<file path="src/x86alu_pkg.sv">
// types, codes and helpers of the x86 integer alu
// no dependencies; used by the top level and its checker
`default_nettype none

package x86alu_pkg;

  localparam int unsigned DataW = 32;

  // command codes
  typedef enum logic [3:0] {
    CMD_ADC  = 4'd0,
    CMD_ADD  = 4'd1,
    CMD_AND  = 4'd2,
    CMD_CMP  = 4'd3,
    CMD_OR   = 4'd4,
    CMD_SBB  = 4'd5,
    CMD_SUB  = 4'd6,
    CMD_TEST = 4'd7,
    CMD_XOR  = 4'd8
  } cmd_e;

  // operand size codes
  localparam logic [1:0] SIZE_8  = 2'd0;
  localparam logic [1:0] SIZE_16 = 2'd1;

  // flag bit positions in the flags word
  localparam int unsigned FlagCf = 0;
  localparam int unsigned FlagPf = 2;
  localparam int unsigned FlagAf = 4;
  localparam int unsigned FlagZf = 6;
  localparam int unsigned FlagSf = 7;
  localparam int unsigned FlagOf = 11;

  localparam logic [DataW-1:0] FLAG_MASK = 32'h0000_08D5;

  // operation class after decode
  typedef enum logic [2:0] {
    KIND_ADD = 3'd0,
    KIND_SUB = 3'd1,
    KIND_AND = 3'd2,
    KIND_OR  = 3'd3,
    KIND_XOR = 3'd4
  } kind_e;

  // decode stage contents
  typedef struct packed {
    logic [DataW-1:0] d;
    logic [DataW-1:0] s;
    logic [DataW-1:0] flags;
    logic [1:0]       size;
    kind_e            kind;
    logic             cin;
    logic             wb;
    logic             unknown;
  } dec_t;

  // execute stage contents
  typedef struct packed {
    logic [DataW-1:0] r;
    logic [DataW-1:0] d;
    logic [DataW-1:0] s;
    logic [DataW-1:0] flags;
    logic [1:0]       size;
    kind_e            kind;
    logic             carry;
    logic             wb;
    logic             unknown;
  } exe_t;

  function automatic logic [DataW-1:0] size_mask(input logic [1:0] size);
    logic [DataW-1:0] m;
    case (size)
      SIZE_8:  m = 32'h0000_00FF;
      SIZE_16: m = 32'h0000_FFFF;
      default: m = 32'hFFFF_FFFF;
    endcase
    return m;
  endfunction

  function automatic logic sign_bit(input logic [DataW-1:0] v, input logic [1:0] size);
    logic b;
    case (size)
      SIZE_8:  b = v[7];
      SIZE_16: b = v[15];
      default: b = v[31];
    endcase
    return b;
  endfunction

endpackage

`default_nettype wire

</file>
<file path="src/x86_integer_alu_with_flags_top.sv">
// x86 integer alu with flags: three-stage pipeline, decode / add / flags
// depends on x86alu_pkg
`default_nettype none

// usage
// - a request is taken at every rising edge where start_i is high and busy_o
//   is low; busy_o is always low, so a request may be issued every cycle
// - a request carries command, operand size, destination, source, the
//   byte sign-extension select and the incoming flags word
// - done_o rises once the request has passed the decode, execute and flags
//   registers, and stays high for one cycle with result_value_o, write_back_o
//   and flags_out_o; the receiver takes them at the edge that ends that cycle
// - throughput is one request per cycle: stage one
//   masks and decodes operands, stage two holds the single 33-bit adder and
//   the logic ops, stage three forms carry, parity, zero, sign, af and of
// - cmp and test produce flags with write_back_o low; unknown commands give
//   a zero result, write_back_o low and the flags word passed unchanged
// - the receiver cannot stall, so nothing holds the pipeline; valid bits
//   move with the data every cycle
// - reset (async, active low) clears the stage valid bits; done_o stays low
//   until a request has passed through all three stages
module x86_integer_alu_with_flags_top (
  input  wire logic        clk_i,
  input  wire logic        rst_ni,
  input  wire logic        start_i,
  output logic             busy_o,
  input  wire logic [3:0]  command_i,
  input  wire logic [1:0]  size_select_i,
  input  wire logic [31:0] dest_value_i,
  input  wire logic [31:0] source_value_i,
  input  wire logic        imm_sign_extend_i,
  input  wire logic [31:0] flags_in_i,
  output logic             done_o,
  output logic [31:0]      result_value_o,
  output logic             write_back_o,
  output logic [31:0]      flags_out_o
);

  // stage valid bits
  logic v1_q, v2_q, v3_q;

  // stage payloads
  x86alu_pkg::dec_t dec_d, dec_q;
  x86alu_pkg::exe_t exe_d, exe_q;
  logic [31:0] res_d, res_q;
  logic        wb_d, wb_q;
  logic [31:0] flg_d, flg_q;

  logic accept;

  // no back pressure anywhere in the pipe
  assign busy_o = 1'b0;
  assign accept = start_i & ~busy_o;

  // ---------------- stage 1: operand masking and decode ----------------
  logic [31:0] mask1;
  logic [31:0] src_ext;

  always_comb begin
    mask1   = x86alu_pkg::size_mask(size_select_i);
    // 8-bit immediate sign extended before truncation to operand width
    src_ext = imm_sign_extend_i ? {{24{source_value_i[7]}}, source_value_i[7:0]}
                                : source_value_i;
    dec_d         = '0;
    dec_d.d       = dest_value_i & mask1;
    dec_d.s       = src_ext & mask1;
    dec_d.flags   = flags_in_i;
    dec_d.size    = size_select_i;
    dec_d.wb      = 1'b1;
    dec_d.unknown = 1'b0;
    dec_d.kind    = x86alu_pkg::KIND_ADD;
    dec_d.cin     = 1'b0;
    case (command_i)
      x86alu_pkg::CMD_ADC: begin
        dec_d.cin = flags_in_i[x86alu_pkg::FlagCf];
      end
      x86alu_pkg::CMD_ADD: begin
        dec_d.cin = 1'b0;
      end
      x86alu_pkg::CMD_AND: begin
        dec_d.kind = x86alu_pkg::KIND_AND;
      end
      x86alu_pkg::CMD_CMP: begin
        // subtract as d + ~s + 1
        dec_d.kind = x86alu_pkg::KIND_SUB;
        dec_d.cin  = 1'b1;
        dec_d.wb   = 1'b0;
      end
      x86alu_pkg::CMD_OR: begin
        dec_d.kind = x86alu_pkg::KIND_OR;
      end
      x86alu_pkg::CMD_SBB: begin
        // borrow in folds into the adder carry in
        dec_d.kind = x86alu_pkg::KIND_SUB;
        dec_d.cin  = ~flags_in_i[x86alu_pkg::FlagCf];
      end
      x86alu_pkg::CMD_SUB: begin
        dec_d.kind = x86alu_pkg::KIND_SUB;
        dec_d.cin  = 1'b1;
      end
      x86alu_pkg::CMD_TEST: begin
        dec_d.kind = x86alu_pkg::KIND_AND;
        dec_d.wb   = 1'b0;
      end
      x86alu_pkg::CMD_XOR: begin
        dec_d.kind = x86alu_pkg::KIND_XOR;
      end
      default: begin
        dec_d.unknown = 1'b1;
        dec_d.wb      = 1'b0;
      end
    endcase
  end

  // ---------------- stage 2: adder and logic ops ----------------
  logic [31:0] mask2;
  logic [31:0] addend;
  logic [32:0] sum;

  always_comb begin
    mask2  = x86alu_pkg::size_mask(dec_q.size);
    addend = (dec_q.kind == x86alu_pkg::KIND_SUB) ? (~dec_q.s & mask2) : dec_q.s;
    sum    = {1'b0, dec_q.d} + {1'b0, addend} + {32'd0, dec_q.cin};

    exe_d         = '0;
    exe_d.d       = dec_q.d;
    exe_d.s       = dec_q.s;
    exe_d.flags   = dec_q.flags;
    exe_d.size    = dec_q.size;
    exe_d.kind    = dec_q.kind;
    exe_d.wb      = dec_q.wb;
    exe_d.unknown = dec_q.unknown;

    // carry out of the operand width; operands are masked so only it lands there
    case (dec_q.size)
      x86alu_pkg::SIZE_8:  exe_d.carry = sum[8];
      x86alu_pkg::SIZE_16: exe_d.carry = sum[16];
      default:             exe_d.carry = sum[32];
    endcase

    case (dec_q.kind)
      x86alu_pkg::KIND_ADD,
      x86alu_pkg::KIND_SUB: exe_d.r = sum[31:0] & mask2;
      x86alu_pkg::KIND_AND: exe_d.r = dec_q.d & dec_q.s;
      x86alu_pkg::KIND_OR:  exe_d.r = dec_q.d | dec_q.s;
      x86alu_pkg::KIND_XOR: exe_d.r = dec_q.d ^ dec_q.s;
      default:              exe_d.r = '0;
    endcase
  end

  // ---------------- stage 3: flag generation ----------------
  logic is_add, is_sub;
  logic cf, pf, af, zf, sf, of;

  always_comb begin
    is_add = (exe_q.kind == x86alu_pkg::KIND_ADD);
    is_sub = (exe_q.kind == x86alu_pkg::KIND_SUB);
    // adder carry is the inverted borrow for subtracts
    cf = (is_add & exe_q.carry) | (is_sub & ~exe_q.carry);
    af = (is_add | is_sub) & (exe_q.d[4] ^ exe_q.s[4] ^ exe_q.r[4]);
    of = (is_add & x86alu_pkg::sign_bit(~(exe_q.d ^ exe_q.s) & (exe_q.d ^ exe_q.r),
                                        exe_q.size))
       | (is_sub & x86alu_pkg::sign_bit((exe_q.d ^ exe_q.s) & (exe_q.d ^ exe_q.r),
                                        exe_q.size));
    pf = ~(^exe_q.r[7:0]);
    zf = (exe_q.r == '0);
    sf = x86alu_pkg::sign_bit(exe_q.r, exe_q.size);

    flg_d = exe_q.flags & ~x86alu_pkg::FLAG_MASK;
    flg_d[x86alu_pkg::FlagCf] = cf;
    flg_d[x86alu_pkg::FlagPf] = pf;
    flg_d[x86alu_pkg::FlagAf] = af;
    flg_d[x86alu_pkg::FlagZf] = zf;
    flg_d[x86alu_pkg::FlagSf] = sf;
    flg_d[x86alu_pkg::FlagOf] = of;
    res_d = exe_q.r;
    wb_d  = exe_q.wb;

    // unknown command: zero result, flags untouched
    if (exe_q.unknown) begin
      flg_d = exe_q.flags;
      res_d = '0;
      wb_d  = 1'b0;
    end
  end

  // valid bits
  always_ff @(posedge clk_i or negedge rst_ni) begin
    if (!rst_ni) begin
      v1_q <= 1'b0;
      v2_q <= 1'b0;
      v3_q <= 1'b0;
    end else begin
      v1_q <= accept;
      v2_q <= v1_q;
      v3_q <= v2_q;
    end
  end

  // payload registers, loaded only with a valid request
  always_ff @(posedge clk_i) begin
    if (accept) begin
      dec_q <= dec_d;
    end
    if (v1_q) begin
      exe_q <= exe_d;
    end
    if (v2_q) begin
      res_q <= res_d;
      wb_q  <= wb_d;
      flg_q <= flg_d;
    end
  end

  assign done_o         = v3_q;
  assign result_value_o = res_q;
  assign write_back_o   = wb_q;
  assign flags_out_o    = flg_q;

endmodule

`default_nettype wire

</file>
<file path="config.mk">
export PLATFORM = sky130hd
export DESIGN_NAME = x86_integer_alu_with_flags_top
export DESIGN_NICKNAME = d
export VERILOG_FILES = /design/src/x86alu_pkg.sv /design/src/x86_integer_alu_with_flags_top.sv
export SDC_FILE = /design/constraint.sdc
export NUM_CORES = 1
export LEC_CHECK = 0
export BUFFER_PORTS_ARGS = -buffer_cell sky130_fd_sc_hd__buf_2
export CORE_UTILIZATION = 35
export CTS_CLUSTER_DIAMETER = 200
export CTS_CLUSTER_SIZE = 25
export DETAILED_ROUTE_END_ITERATION = 16
export PLACE_DENSITY = 0.63
export SYNTH_ARGS = -nofsm -noshare
export SYNTH_HDL_FRONTEND = slang
export SYNTH_SLANG_ARGS = --single-unit
</file>
<file path="constraint.sdc">
create_clock -name clk_i -period 6 [get_ports clk_i]
set_clock_uncertainty 0.1 [all_clocks]
set_input_delay 0.6 -clock clk_i [delete_from_list [all_inputs] [get_ports clk_i]]
set_output_delay 0.6 -clock clk_i [all_outputs]
set_load 0.05 [all_outputs]
</file>
# After elaboration in Yosys (flattened, before gate mapping)
# Cells that the tools add are included.
op_classes:
  reduce_logical: 14
  muxes: 14
  eq_ne: 16
  n_bitwise: 26
  n_addsub: 2
ops:
  columns: ["operator", "n"]
  rows:
  - ["$and 32x32->32", 7]
  - ["$pmux 32 s2", 2]
  - ["$pmux 32 s4", 1]
  - ["$xor 32x32->32", 3]
  - ["$mux 32", 2]
  - ["$not 32->32", 2]
  - ["$add 32x32->33", 1]
  - ["$add 33x1->33", 1]
  - ["$logic_not 32->1", 1]
  - ["$or 32x32->32", 1]
  - ["$eq 4x3->1 const B", 4]
  - ["$mux 12", 1]
  - ["$pmux 3 s4", 1]
  - ["$reduce_or 9->1", 1]
  - ["$eq 4x2->1 const B", 2]
  - ["$pmux 1 s2", 4]
  - ["$reduce_xor 8->1", 1]
  - ["$reduce_or 7->1", 1]
  - ["$eq 2x1->1 const B", 3]
  - ["$eq 3x1->1 const B", 2]
  - ["$eq 3x2->1 const B", 2]
  - ["$logic_not 2->1", 3]
  - ["$logic_not 3->1", 2]
  - ["$reduce_or 2->1", 3]
  - ["11 further kinds", 21]
word_totals:
  out_inout_bits: 67
  register_bits: 308
  input_bits: 106
  wordCells: 95

# Depth between registers and ports, before layout
# Gate-level depths: netlist (run 1).
depth:
  ltp_word: 8
  depth_mapped: 15
  mapped_depth_nobuf: 13

# Least setup slack after synthesis (run 1)
# Ideal clock, no wire load.
synth_timing:
  kind: "register to register"
  from: "register dec_q[4] (netlist bit)"
  to: "register exe_q[134] (netlist bit) (data pin)"
  n_path_buf: 2
  required_time_ps: 5646
  setup_slack_ps: 2255
  path_stages_with_launch: 16
  synth_period_minus_slack_ps: 3745
  setup_time_ps: 254
  arrival_ps: 3392
  cell_sequence: "edfxtp_1 clkbuf_1 nor2_1 nand2_1 buf_1 xnor2_1 fa_1 inv_1 fa_1 a21o_1 nand4_1 a211o_2 o211ai_1 a21oi_1 xnor2_1 a21o_1"
synth_lines:
  columns: ["element", "line_no", "source"]
  rows:
  - ["start, declared", "x86_integer_alu_with_flags_top.sv:43", "x86alu_pkg::dec_t dec_d, dec_q;"]
  - ["start signal, assigned", "x86_integer_alu_with_flags_top.sv:203", "dec_q <= dec_d;"]
  - ["end signal, assigned", "x86_integer_alu_with_flags_top.sv:206", "exe_q <= exe_d;"]
  - ["end, declared", "x86_integer_alu_with_flags_top.sv:44", "x86alu_pkg::exe_t exe_d, exe_q;"]

==> results, run 1 <==
- The flow ran to the end, and the final reports show no timing, DRC or antenna violations.
- The share of synthesized registers carrying an async set or reset is 1.19%.
- The synthesis-to-finish area growth is 13.7%.
- Data on the critical path arrives at its endpoint at 4440 ps.
- The synthesized design contains 252 register bits.
- The worst flop-to-flop path startpoint is dec_q[5].
- Once the floorplan was initialized, standard cells occupied 35.5% of the core.
- After clock tree synthesis, the repair step resized 0 gates.
- The core outline area is 36500 µm².
- The tree built by TritonCTS fans out to 252 sinks.
- The worst min-delay path endpoint is dec_q[45].
- The signal on the critical path passes through nor2_1 -> buf_4 -> nand2_1 -> buf_4 -> xnor2_1 -> fa_1 -> inv_1 -> fa_1 -> a21o_1 -> nand4_1 -> a211o_2 -> o21ai_0 -> a21oi_1 -> xor2_1 -> o22ai_1.
- The time the worst path needs with I/O delays and setup is 4260 ps.
- In this design, the largest share of critical-path delay is due to compound AO/OA/AOI/OAI gates.
- The total overflow left after global routing is 0.
- The total placed instance area is 14300 µm².
- After synthesis, flip-flops and latches occupy 58.3% of the total area.
- The achievable frequency is 235 MHz.
- At the pin with the least slew margin, the transition time is 1110 ps.
- In this run the number of H-tree levels came out at 1.
- The number of global-route vias before repair is 8181.
- The cell sitting at the root of the clock tree is a clkbuf_16.
- The first global-routing pass estimated 47300 µm of wire.
- Summing internal, switching and leakage power gives 4.25 mW.
- The portion of total power attributed to combinational logic is 23.2%.
- The floorplan step set the die height to 194 µm.
- Entering global routing, the biggest net connects 82 pins.
- The number of setup buffers added after CTS is 0.
- The startpoint identified for the worst hold timing path is source_value_i[5].
- Across the VDD grid, the largest voltage drop is 0.179 mV.
- The pre-CTS worst setup slack is 1840 ps.
- The worst setup path is captured at a flop.
- The all-layer global routing usage is 16.1%.
- Per report_power, the clock group accounts for 24.3% of the total.
- In this run the critical register-to-register path is captured at exe_q[122].
- Along the worst hold path, the cell count comes to 1.
- The I/O pin count is 173.
- The number of antenna violations at the first check in global routing is 0.
- The critical path startpoint is dec_q[5].
- The count of flip-flops with a built-in enable after synthesis is 249.
- The static leakage power is 5.94 nW.
- The via count is 8558.
- The minimum hold slack is 163 ps.
- The floorplan step defined a die boundary enclosing 37800 µm².
- Sequential cells burn 52.5% of the power.
- After detailed routing, the number of remaining DRC violations is 0.
- For flop-to-flop paths, the worst setup slack is 1740 ps.
- Counting the buffers created by CTS gives 14.
- The overall die width is 194 µm.
- The final count of pins violating max slew is 0.
- The count of endpoints failing setup in the final report is 0.
- The final number of hold-violating endpoints came to 0.
- The peak fanout along the critical path is 28.
- The average size of a mapped cell is 12.1 µm².
- During placement, the flow inserted port buffers numbering 171.
- The path class of the tightest hold or removal check is primary input to flop.
- For the worst setup path, the data required time is 6170 ps.
- In the final routed layout, each cell accounts on average for 18.1 µm.
- Headroom to the max-slew limit came out at 26.2%.
- The synthesized area is 13000 µm².
- The congestion estimate from routability-driven global placement came to 0.931.
- The later pin in the worst-skew pair is clocked with a latency of 510 ps.
- STA classifies the critical path startpoint as a flop.
- Leaving out fill and tap cells, the most frequent cell in the layout is edfxtp_1.
- The maximum clock insertion buffer count is 3.
- The layout net count is 1430.
- TritonCTS built the clock tree.
- Summed over all nets, the switching power comes to 1.29 mW.
- The class of the most critical setup path is flop to flop.
- In this run switching power makes up 30.3% of total power.
- In this run the power density over the cells is 289 nW/µm².
- After detailed routing, the number of vias per cell comes to 5.05.
- The number of optimization iterations in the first detailed-route pass is 5.
- Setup repair after global routing left no endpoint under its margin.
- The standard cell with the maximum stage delay on the critical path is edfxtp_1.
- The worst path uses 71.1% of the clock period.
- Clock-pin slew was measured on the worst setup and hold paths at 110 ps.
- The finished cells cover 14700 µm².
- The Yosys step of the flow raised 0 warnings.
- For the worst flop-to-flop path, the logic depth is 15.
- Across all setup checks in the final design, the least slack found is 1740 ps.
- The number of different library cells used by synthesis comes to 62.
- The post-cts hold buffer count is 1.
- In the synthesized netlist the dominant register cell turns out to be edfxtp_1.
- The net count after synthesis is 1280.
- The internal portion of the total power is 2.96 mW.
- The number of standard cells after synthesis is 1073.
- The buffering stage count on the worst path with inverters included is 3.
- The final layout contains routed wiring with a total length of 30700 µm.
- Once detail routing completed, the nets flagged for antenna violations numbered 0.
- The number of max-cap violations is 0.
- In the final timing run, aggregate negative setup slack is 0 ps.
- The delay of the slowest cell on the worst path is 580 ps.
- The share of layout cells above drive strength 1 is 17.4%.
- The wire-length estimate of the detail-placed layout is 22800 µm.
- The number of core rows is 70.
- The library cells used most frequently in the layout, excluding fill and tap cells, are edfxtp_1 (249), buf_2 (170), ha_1 (99).
- The DRC violation total after the first TritonRoute iteration is 548.
- The number of antenna cells inserted is 0.
==> registers in the layout, summed over array words and instances (netlist names) <==
signal	cells
result_value_o	32
flags_out_o	32
write_back_o	1
dec_q	104
v2_q	1
v1_q	1
done_o	1
exe_q	80
==> stage by stage <==
step / utilization [%] / instances
CTS: 40.3 / 1696
detailed placement: 39.1 / 1674
floorplan: - / 1073
finish: 40.3 / 1696
global route: 40.3 / 1696
global placement: 39.1 / 1674
==> power by group through the flow <==
stage / Combinational [mW] / Sequential, mW / Clock [mW]
6_report: 0.985 / 2.23 / 1.03
3_5_place_dp: 0.976 / 2.28 / 0
2_1_floorplan: 0.604 / 2.34 / 0
3_3_place_gp: 0.975 / 2.27 / 0
5_1_grt: 1.09 / 2.26 / 1.13
4_1_cts: 0.983 / 2.24 / 1.08
==> metal layers <==
layer  GRT usage [%]  part of all wire [%]
met5               0                     0
met4            3.76                   1.9
met3            2.20                   4.3
met2            24.9                    43
met1            23.9                    51
==> cells in the mapped netlist (all sizes together) (4+ instances only) <==
master	instances	area share (%)
and3	5	0.24
a211oi	8	0.46
ha	99	9.6
edfxtp	249	58
and2	19	0.92
o211ai	6	0.35
nor2b	45	2.2
nor4	7	0.39
nand2	73	2.1
clkbuf	38	1.1
xnor2	25	1.7
nand2b	27	1.3
a21oi	50	1.9
nand3	12	0.46
o22a	11	0.74
a22oi	29	1.7
nor3	18	0.70
buf	10	0.37
o221ai	8	0.54
nand4	13	0.63
inv	85	2.5
nor2	45	1.3
o21ai	62	2.4
o21a	13	0.75
mux2i	6	0.46
xor2	15	1.0
o22ai	17	0.87
o31a	4	0.27
a21o	15	0.87
a21boi	17	0.99
==> logic make-up (layout without fill, tap and decap cells) <==
kind of cell               after synthesis  in the layout  synth area share, %
and+or+nand+nor                        277            277                 11.0
AOI/OAI and AO/OA                      263            263                 13.7
DFF                                    252            252                 58.3
buffers and inverters                  133            288                 3.93
adders and majority gates              101            101                 9.87
xor gates and xnor gates                40             40                 2.71
muxes                                    6              6                0.464
other                                    1              1               0.0290
==> worst max-delay path by stage <==
stage	to	slack [ps]	depth (start not counted)
6_report	exe_q[122]	1740	15
5_1_grt	exe_q[122]	1430	15
2_1_floorplan	exe_q[134]	2250	15
3_5_place_dp	exe_q[122]	1840	15
3_3_place_gp	exe_q[122]	1800	15
4_1_cts	exe_q[122]	1790	15
==> layout make-up <==
| cell class | count | area (µm²) |
|---|---|---|
| timing repair buffer | 182 | 943 |
| clock buffer | 20 | 394 |
| fill | 3478 | 21800 |
| tap | 468 | 586 |
| inverter | 85 | 319 |
| multi-input combinational | 688 | 4890 |
| clock inverter | 1 | 30.0 |
| sequential | 252 | 7560 |
Note: power is estimated with default switching activity, not from simulation.
==> inputs of run 2 (changes only) <==
==> constraint.sdc (replaced) <==
create_clock -name clk_i -period 4.13 [get_ports clk_i]
set_clock_uncertainty 0.1 [all_clocks]
set_input_delay 0.413 -clock clk_i [delete_from_list [all_inputs] [get_ports clk_i]]
set_output_delay 0.413 -clock clk_i [all_outputs]
set_load 0.05 [all_outputs]
==> results, run 2 (same netlist as run 1, synthesis figures left out) <==
- The flow ran to the end, and the final reports show no timing, DRC or antenna violations.
- The sum of negative setup slack is 0 ps (unchanged).
- The kind of start point of the critical path is a flop.
- The critical path endpoint category is a flop.
- The core outline area is 36500 µm² (unchanged).
- In this design, the largest share of critical-path delay is due to compound AO/OA/AOI/OAI gates.
- The total stage count of the critical path is 12 (-3).
- The layout net count is 1482 (+3.6%).
- The total die area was 37800 µm² (unchanged).
- The number of flip-flops under the largest register name is 104 (unchanged).
- The synthesis-to-finish area growth is 17.7%.
- The number of max-cap violations is 0 (unchanged).
- The share of layout cells above drive strength 1 is 17.2% (-0.24 points).
- The number of vias per cell came to 5.01 (-0.76%).
- The headroom to the max-slew limit is 26.9% (+0.74 points).
- The via count was 8763 (+2.4%).
- The fill cell total of the finished layout came to 3415 (-1.8%).
- The DRC violations left is 0 (unchanged).
- The minimum hold slack was 30.9 ps (-132 ps).
- The top cell types in the final layout, fill and taps aside, are edfxtp_1 (249), buf_2 (170), ha_1 (99).
- The number of setup buffers added after CTS is 0 (unchanged).
- The I/O pin count is 173 (unchanged).
- The number of clock buffers inserted by TritonCTS is 14 (unchanged).
- The last weighted congestion value of the routability-driven placer is 0.920 (-1.2%).
- The critical path is of the flop to flop type.
- The number of core rows is 70 (unchanged).
- The cell at the root of the clock tree is clkbuf_16.
- The number of clock sinks seen by CTS is 252 (unchanged).
- The most common cell after layout, fill and taps aside is edfxtp_1.
- The buffering stage count on the worst path with inverters included is 1 (-2).
- The static leakage power is 6.17 nW (+3.8%).
- Traced cell by cell, the critical path runs through nor2_1 -> nand2_1 -> buf_4 -> xnor2_1 -> ha_1 -> nand4_1 -> nor3_1 -> o21ai_0 -> a311oi_1 -> o21ai_0 -> a21o_1 -> a31o_2.
- The first-pass GRT wire length is 48500 µm (+2.6%).
- The cell depth of the worst min-delay path is 1 (unchanged).
- In this design, the critical path's most frequently occurring cell is o21ai_0.
- Setup repair after global routing left no endpoint under its margin.
- The all-layer global routing usage is 16.4% (+0.24 points).
- The top register by number of flip-flops is dec_q.
- The number of I/O port buffers was 171 (unchanged).
- The final number of hold-violating endpoints is 0 (unchanged).
- The level count of the clock H-tree came to 1 (unchanged).
- The type of the tightest min-delay check is primary input to flop.
- The overall die width came to 194 µm (unchanged).
- The number of placed instances, taps included is 1680 (+0.36%).
- The total wirelength of the detailed-routed design is 31300 µm (+2.1%).
- The slowest stage of the critical path is the a311oi_1 cell.
- The number of non-filler instances in the completed layout was 1750 (+3.2%).
- The clock-pin slew on the worst setup and hold paths was 110 ps (about the same).
- The achievable frequency was 257 MHz (+9.7%).
- The power per cell area was 408 nW/µm² (+41%).
- The transition time at the pin with the least slew margin came to 1100 ps (-11.0 ps).
- The overall overflow remaining after global route is 0 (unchanged).
- The number of antenna violations at the first check in global routing is 0 (unchanged).
- The overall power is 6.22 mW (+46%).
- The maximum VDD drop is 0.205 mV (+15%).
- The half-perimeter wire length after placement is 22800 µm (+0.22%).
- The number of optimization iterations in the first detailed-route pass came to 5 (unchanged).
- The delay of the slowest cell on the worst path came to 630 ps (+50 ps).
- The count of endpoints failing setup in the final report is 0 (unchanged).
- The initial standard-cell utilization of the core is 35.5% (unchanged).
- The number of global-route vias before repair is 8592 (+5.0%).
- The peak fanout along the critical path is 32 (+14%).
- The final count of pins violating max slew is 0 (unchanged).
- The maximum clock insertion buffer count is 3 (unchanged).
- The data required time at the worst endpoint is 4310 ps (-1860 ps).
- The average wire length per cell after detail routing is 17.9 µm (-1.0%).
- The count of antenna-violating nets left after detailed routing was 0 (unchanged).
- In the final layout, the registers with the most flip-flops are dec_q x104, exe_q x80.
- The CTS tree is yes.
- The die outline height came to 194 µm (unchanged).
- The fraction of the cycle the final worst path needs was 94.1% (+23 points).
- The depth of the worst register-to-register path is 12 (-3).
- The time the worst path needs with I/O delays and setup came to 3890 ps (-377 ps).
- The largest net degree at the start of global routing is 106 (+29%).
- The later-pin clock latency in the skew report came to 510 ps (about the same).
- The DRC violation total after the first TritonRoute iteration is 671 (+22%).
- The critical path arrival was 4070 ps (-370 ps).
## run 2: changes by cell type in the layout (fill, tap and decap cells not counted), sizes merged
cell,previous run,this run
dlygate4sd3,1,47
buf,181,187
diode,0,2
## run 2: worst register-to-register path, delay by kind of cell (launching register included)
kind / cells / cell delay [ps]
simple gates: 4 / 780
xor+xnor: 1 / 200
buf+inv: 1 / 270
flops: 1 / 400
compound gates: 5 / 1490
fa+ha+maj: 1 / 420
## run 2: path summary, 6_finish.rpt
check / from / end / slack, ps
max reg2reg: dec_q[4] / exe_q[131] / 240
max: dec_q[4] / exe_q[131] / 240
min: flags_in_i[0] / dec_q[8] / 30
max in group asynchronous: rst_ni / v1_q / 3670
min in group asynchronous: rst_ni / v1_q / 140
min reg2reg: exe_q[29] / flags_out_o[21] / 330
## run 2: final cells by class
| type | instances | area [µm²] | share of cell area [%] |
|---|---|---|---|
| repair buffers | 234 | 1460 | 9.59 |
| inverters | 85 | 319 | 2.09 |
| clock inverters | 1 | 30.0 | 0.197 |
| clock buffers | 20 | 394 | 2.59 |
| well taps | 468 | 586 | 3.84 |
| multi-input cells | 688 | 4890 | 32.1 |
| diodes | 2 | 5.00 | 0.0328 |
| flip-flops and latches | 252 | 7560 | 49.6 |
## run 2: power breakdown
part | internal, mW | switching (mW)
combinational | 0.562 | 0.909
sequential | 3.09 | 0.153
clock | 0.685 | 0.817
## run 2: through the flow
stage	utilization, %	instance area [µm²]	setup slack (ps)
6_report	41.7	15200	243
5_1_grt	41.7	15200	43.4
4_1_cts	41.7	15200	299
3_5_place_dp	39.3	14300	316
3_3_place_gp	39.3	14300	396
2_1_floorplan	-	13000	385
## run 2: repair_timing
| item | CTS | global route |
|---|---|---|
| hold buffers | 47 | 0 |
| resized for setup | 0 | 0 |
| endpoints found under the hold margin | 49 | 0 |
| setup endpoints to repair | 0 | 0 |
## run 2: metal layers
metal	vias to the layer above	global-route usage, %	part of all wire, %
met3	28	1.98	5.3
met5	-	0	0
met4	0	3.06	1.3
met2	239	26.0	44
li1	4318	-	-
met1	4178	24.0	49
==> inputs of run 3 (changes only) <==
--- a/config.mk
+++ b/config.mk
@@ -6,11 +6,12 @@
 export NUM_CORES = 1
 export LEC_CHECK = 0
 export BUFFER_PORTS_ARGS = -buffer_cell sky130_fd_sc_hd__buf_2
-export CORE_UTILIZATION = 35
+export CORE_UTILIZATION = 58
 export CTS_CLUSTER_DIAMETER = 200
 export CTS_CLUSTER_SIZE = 25
 export DETAILED_ROUTE_END_ITERATION = 16
-export PLACE_DENSITY = 0.63
+export PLACE_DENSITY = 0.9
+export RECOVER_POWER = 50
 export SYNTH_ARGS = -nofsm -noshare
 export SYNTH_HDL_FRONTEND = slang
 export SYNTH_SLANG_ARGS = --single-unit
==> results, run 3 (same netlist as run 1, synthesis figures left out) <==
- The number of flip-flops under the largest register name is 104 (unchanged).
- The DRC violations left is 0 (unchanged).
- The maximum clock insertion buffer count was 3 (unchanged).
- The I/O pin count is 173 (unchanged).
- The worst flop-to-flop path startpoint is dec_q[4].
- The critical path goes through buf_4 -> nor3_1 -> nand2_1 -> o21ai_0 -> ha_1 -> nand4_1 -> nor3_1 -> o21ai_0 -> a311oi_1 -> o211ai_1 -> a21o_1 -> a31o_2.
- STA classifies the critical path startpoint as a flop.
- The static leakage power came to 6.04 nW (-2.0%).
- The clock-pin slew on the worst setup and hold paths is 100 ps (about the same).
- The number of clock sinks seen by CTS is 252 (unchanged).
- The total die area is 22900 µm² (-39%).
- The half-perimeter wire length after placement is 21300 µm (-6.6%).
- The total wirelength of the detailed-routed design was 28900 µm (-7.8%).
- The overall overflow remaining after global route is 0 (unchanged).
- The top register by number of flip-flops is dec_q.
- The achievable frequency is 267 MHz (+3.8%).
- The overall power is 6.17 mW (-0.85%).
- The number of global-route vias before repair is 8333 (-3.0%).
- The post-cts gate resize count came to 0 (unchanged).
- The initial standard-cell utilization of the core came to 59.2% (+24 points).
- The data required time at the worst endpoint is 4250 ps (-60 ps).
- The DRC violation total after the first TritonRoute iteration is 600 (-11%).
- The maximum VDD drop is 0.296 mV (+44%).
- The number of vias per cell was 5.78 (+15%).
- The hold path startpoint is flags_in_i[17].
- The die outline height is 151 µm (-22%).
- The transition time at the pin with the least slew margin is 1770 ps (+673 ps).
- The sum of negative setup slack came to 0 ps (unchanged).
- The via count is 8923 (+1.8%).
- The met2 layer wire length in the routed design is 13200 µm (-4.8%).
- The final number of hold-violating endpoints is 0 (unchanged).
- The share of layout cells above drive strength 1 is 16.2% (-0.96 points).
- The critical path arrival came to 3870 ps (-200 ps).
- The largest net degree at the start of global routing is 82 (-23%).
- The overall die width is 151 µm (-22%).
- The peak fanout along the critical path is 11 (-66%).
- The final reports fail on capacitance limit, slew limit.
- The first-pass GRT wire length is 44800 µm (-7.5%).
- The number of max-cap violations was 3 (+3).
- The number of clock buffers inserted by TritonCTS is 14 (unchanged).
- In the layout the commonest cells are edfxtp_1 (249), buf_2 (155), ha_1 (99).
- The synthesis-to-finish area growth is 14.2%.
- Leaving out fill and tap cells, the most frequent cell in the layout is edfxtp_1.
- The tightest min-delay check is of the primary input to flop type.
- The number of optimization iterations in the first detailed-route pass was 5 (unchanged).
- The final count of pins violating max slew was 107 (+107).
- The largest registers in the layout are dec_q x104, exe_q x80.
- The fraction of the cycle the final worst path needs is 90.7% (-3.4 points).
- The level count of the clock H-tree was 1 (unchanged).
- The later-pin clock latency in the skew report is 500 ps (about the same).
- The fill cell total of the finished layout is 1596 (-53%).
- The class of the most critical setup path is flop to flop.
- The count of antenna-violating nets left after detailed routing is 0 (unchanged).
- The critical path endpoint category is a flop.
- The minimum hold slack is 11.0 ps (-19.9 ps).
- After detailed routing, no signal wire sits above met4.
- The sum of met3 wire segment lengths after detailed routing is 2340 µm (+39%).
- The headroom to the max-slew limit is -18.0% (-45 points).
- The critical path startpoint is dec_q[4].
- The last weighted congestion value of the routability-driven placer is 0.960 (+4.3%).
- The combined flip-flop and latch cell area is 7560 µm² (about the same).
- The time the worst path needs with I/O delays and setup is 3750 ps (-141 ps).
- The number of antenna violations at the first check in global routing came to 0 (unchanged).
- The number of antenna cells inserted was 0 (-2).
- The number of core rows is 54 (-23%).
- The post-cts hold buffer count came to 21 (-55%).
- The average wire length per cell after detail routing is 18.7 µm (+4.6%).
- The total routed wire length on the met1 layer is 12800 µm (-17%).
- TritonCTS built the clock tree.
- Setup repair after global routing left no endpoint under its margin.
- The delay of the slowest cell on the worst path is 610 ps (-20 ps).
- On the critical path, the stage with the largest delay is an instance of a311oi_1.
- The count of endpoints failing setup in the final report is 0 (unchanged).
- The flow ran to the end, but the final reports show violations.
- The core outline area is 21900 µm² (-40%).
- The number of I/O port buffers came to 171 (unchanged).
- The all-layer global routing usage is 25.8% (+9.4 points).
- The multi-input logic area is 4890 µm² (unchanged).
- The number of setup buffers added after CTS is 0 (unchanged).
- The power per cell area is 417 nW/µm² (+2.2%).
- The layout net count is 1466 (-1.1%).
- The cell at the root of the clock tree is clkbuf_16.
[run 3: changes by cell type in the layout (fill, tap and decap cells not counted), moves of 2 or more]
cell and delta:
dlygate4sd3_1 -19, diode_2 -2, and2_0 +9, buf_2 -15, clkbuf_1 +16, and2_1 -9
[run 3: path summary, 6_finish.rpt]
kind | slack (ps) | to | depth (start not counted)
max | 380 | exe_q[135] | 12
min | 10 | dec_q[25] | 1
max reg2reg | 380 | exe_q[135] | 12
min reg2reg | 320 | exe_q[25] | 0
max in group asynchronous | 3530 | v1_q | 2
min in group asynchronous | 190 | v1_q | 2
[run 3: layer usage]
metal	track usage, %	vias up
li1	-	4281
met1	36.7	4223
met2	41.8	378
met3	3.61	41
met4	6.20	0
met5	0	-
[run 3: worst max-delay path: cells and delay by family (launching register included)]
kind / cells / cell delay, ps
compound gates: 6 / 1580
fa+ha+maj: 1 / 260
buf+inv: 1 / 190
flops: 1 / 400
simple gates: 4 / 950
[run 3: stage by stage]
| stage | setup slack [ps] | std cells | util [%] | cell area [µm²] |
|---|---|---|---|---|
| finish | 385 | 1543 | 67.6 | 14800 |
| global route | 20.7 | 1543 | 67.6 | 14800 |
| CTS | 404 | 1536 | 67.4 | 14800 |
| detailed placement | 420 | 1495 | 64.5 | 14100 |
| global placement | 467 | 1495 | 64.5 | 14100 |
| floorplan | 385 | 1073 | - | 13000 |
[run 3: final cells by class]
class,instances,area share [%]
clock buffer,19,2.64
clock inverter,1,0.203
inverter,85,2.16
multi-input combinational,688,33.1
sequential,252,51.1
tap,280,2.37
timing repair buffer,218,8.47
[run 3: report_power, final]
group	total (mW)	switching [mW]	internal, mW	leakage, nW
logic	1.46	0.903	0.554	3.34
clock network	1.46	0.779	0.680	0.201
registers	3.25	0.156	3.10	2.50
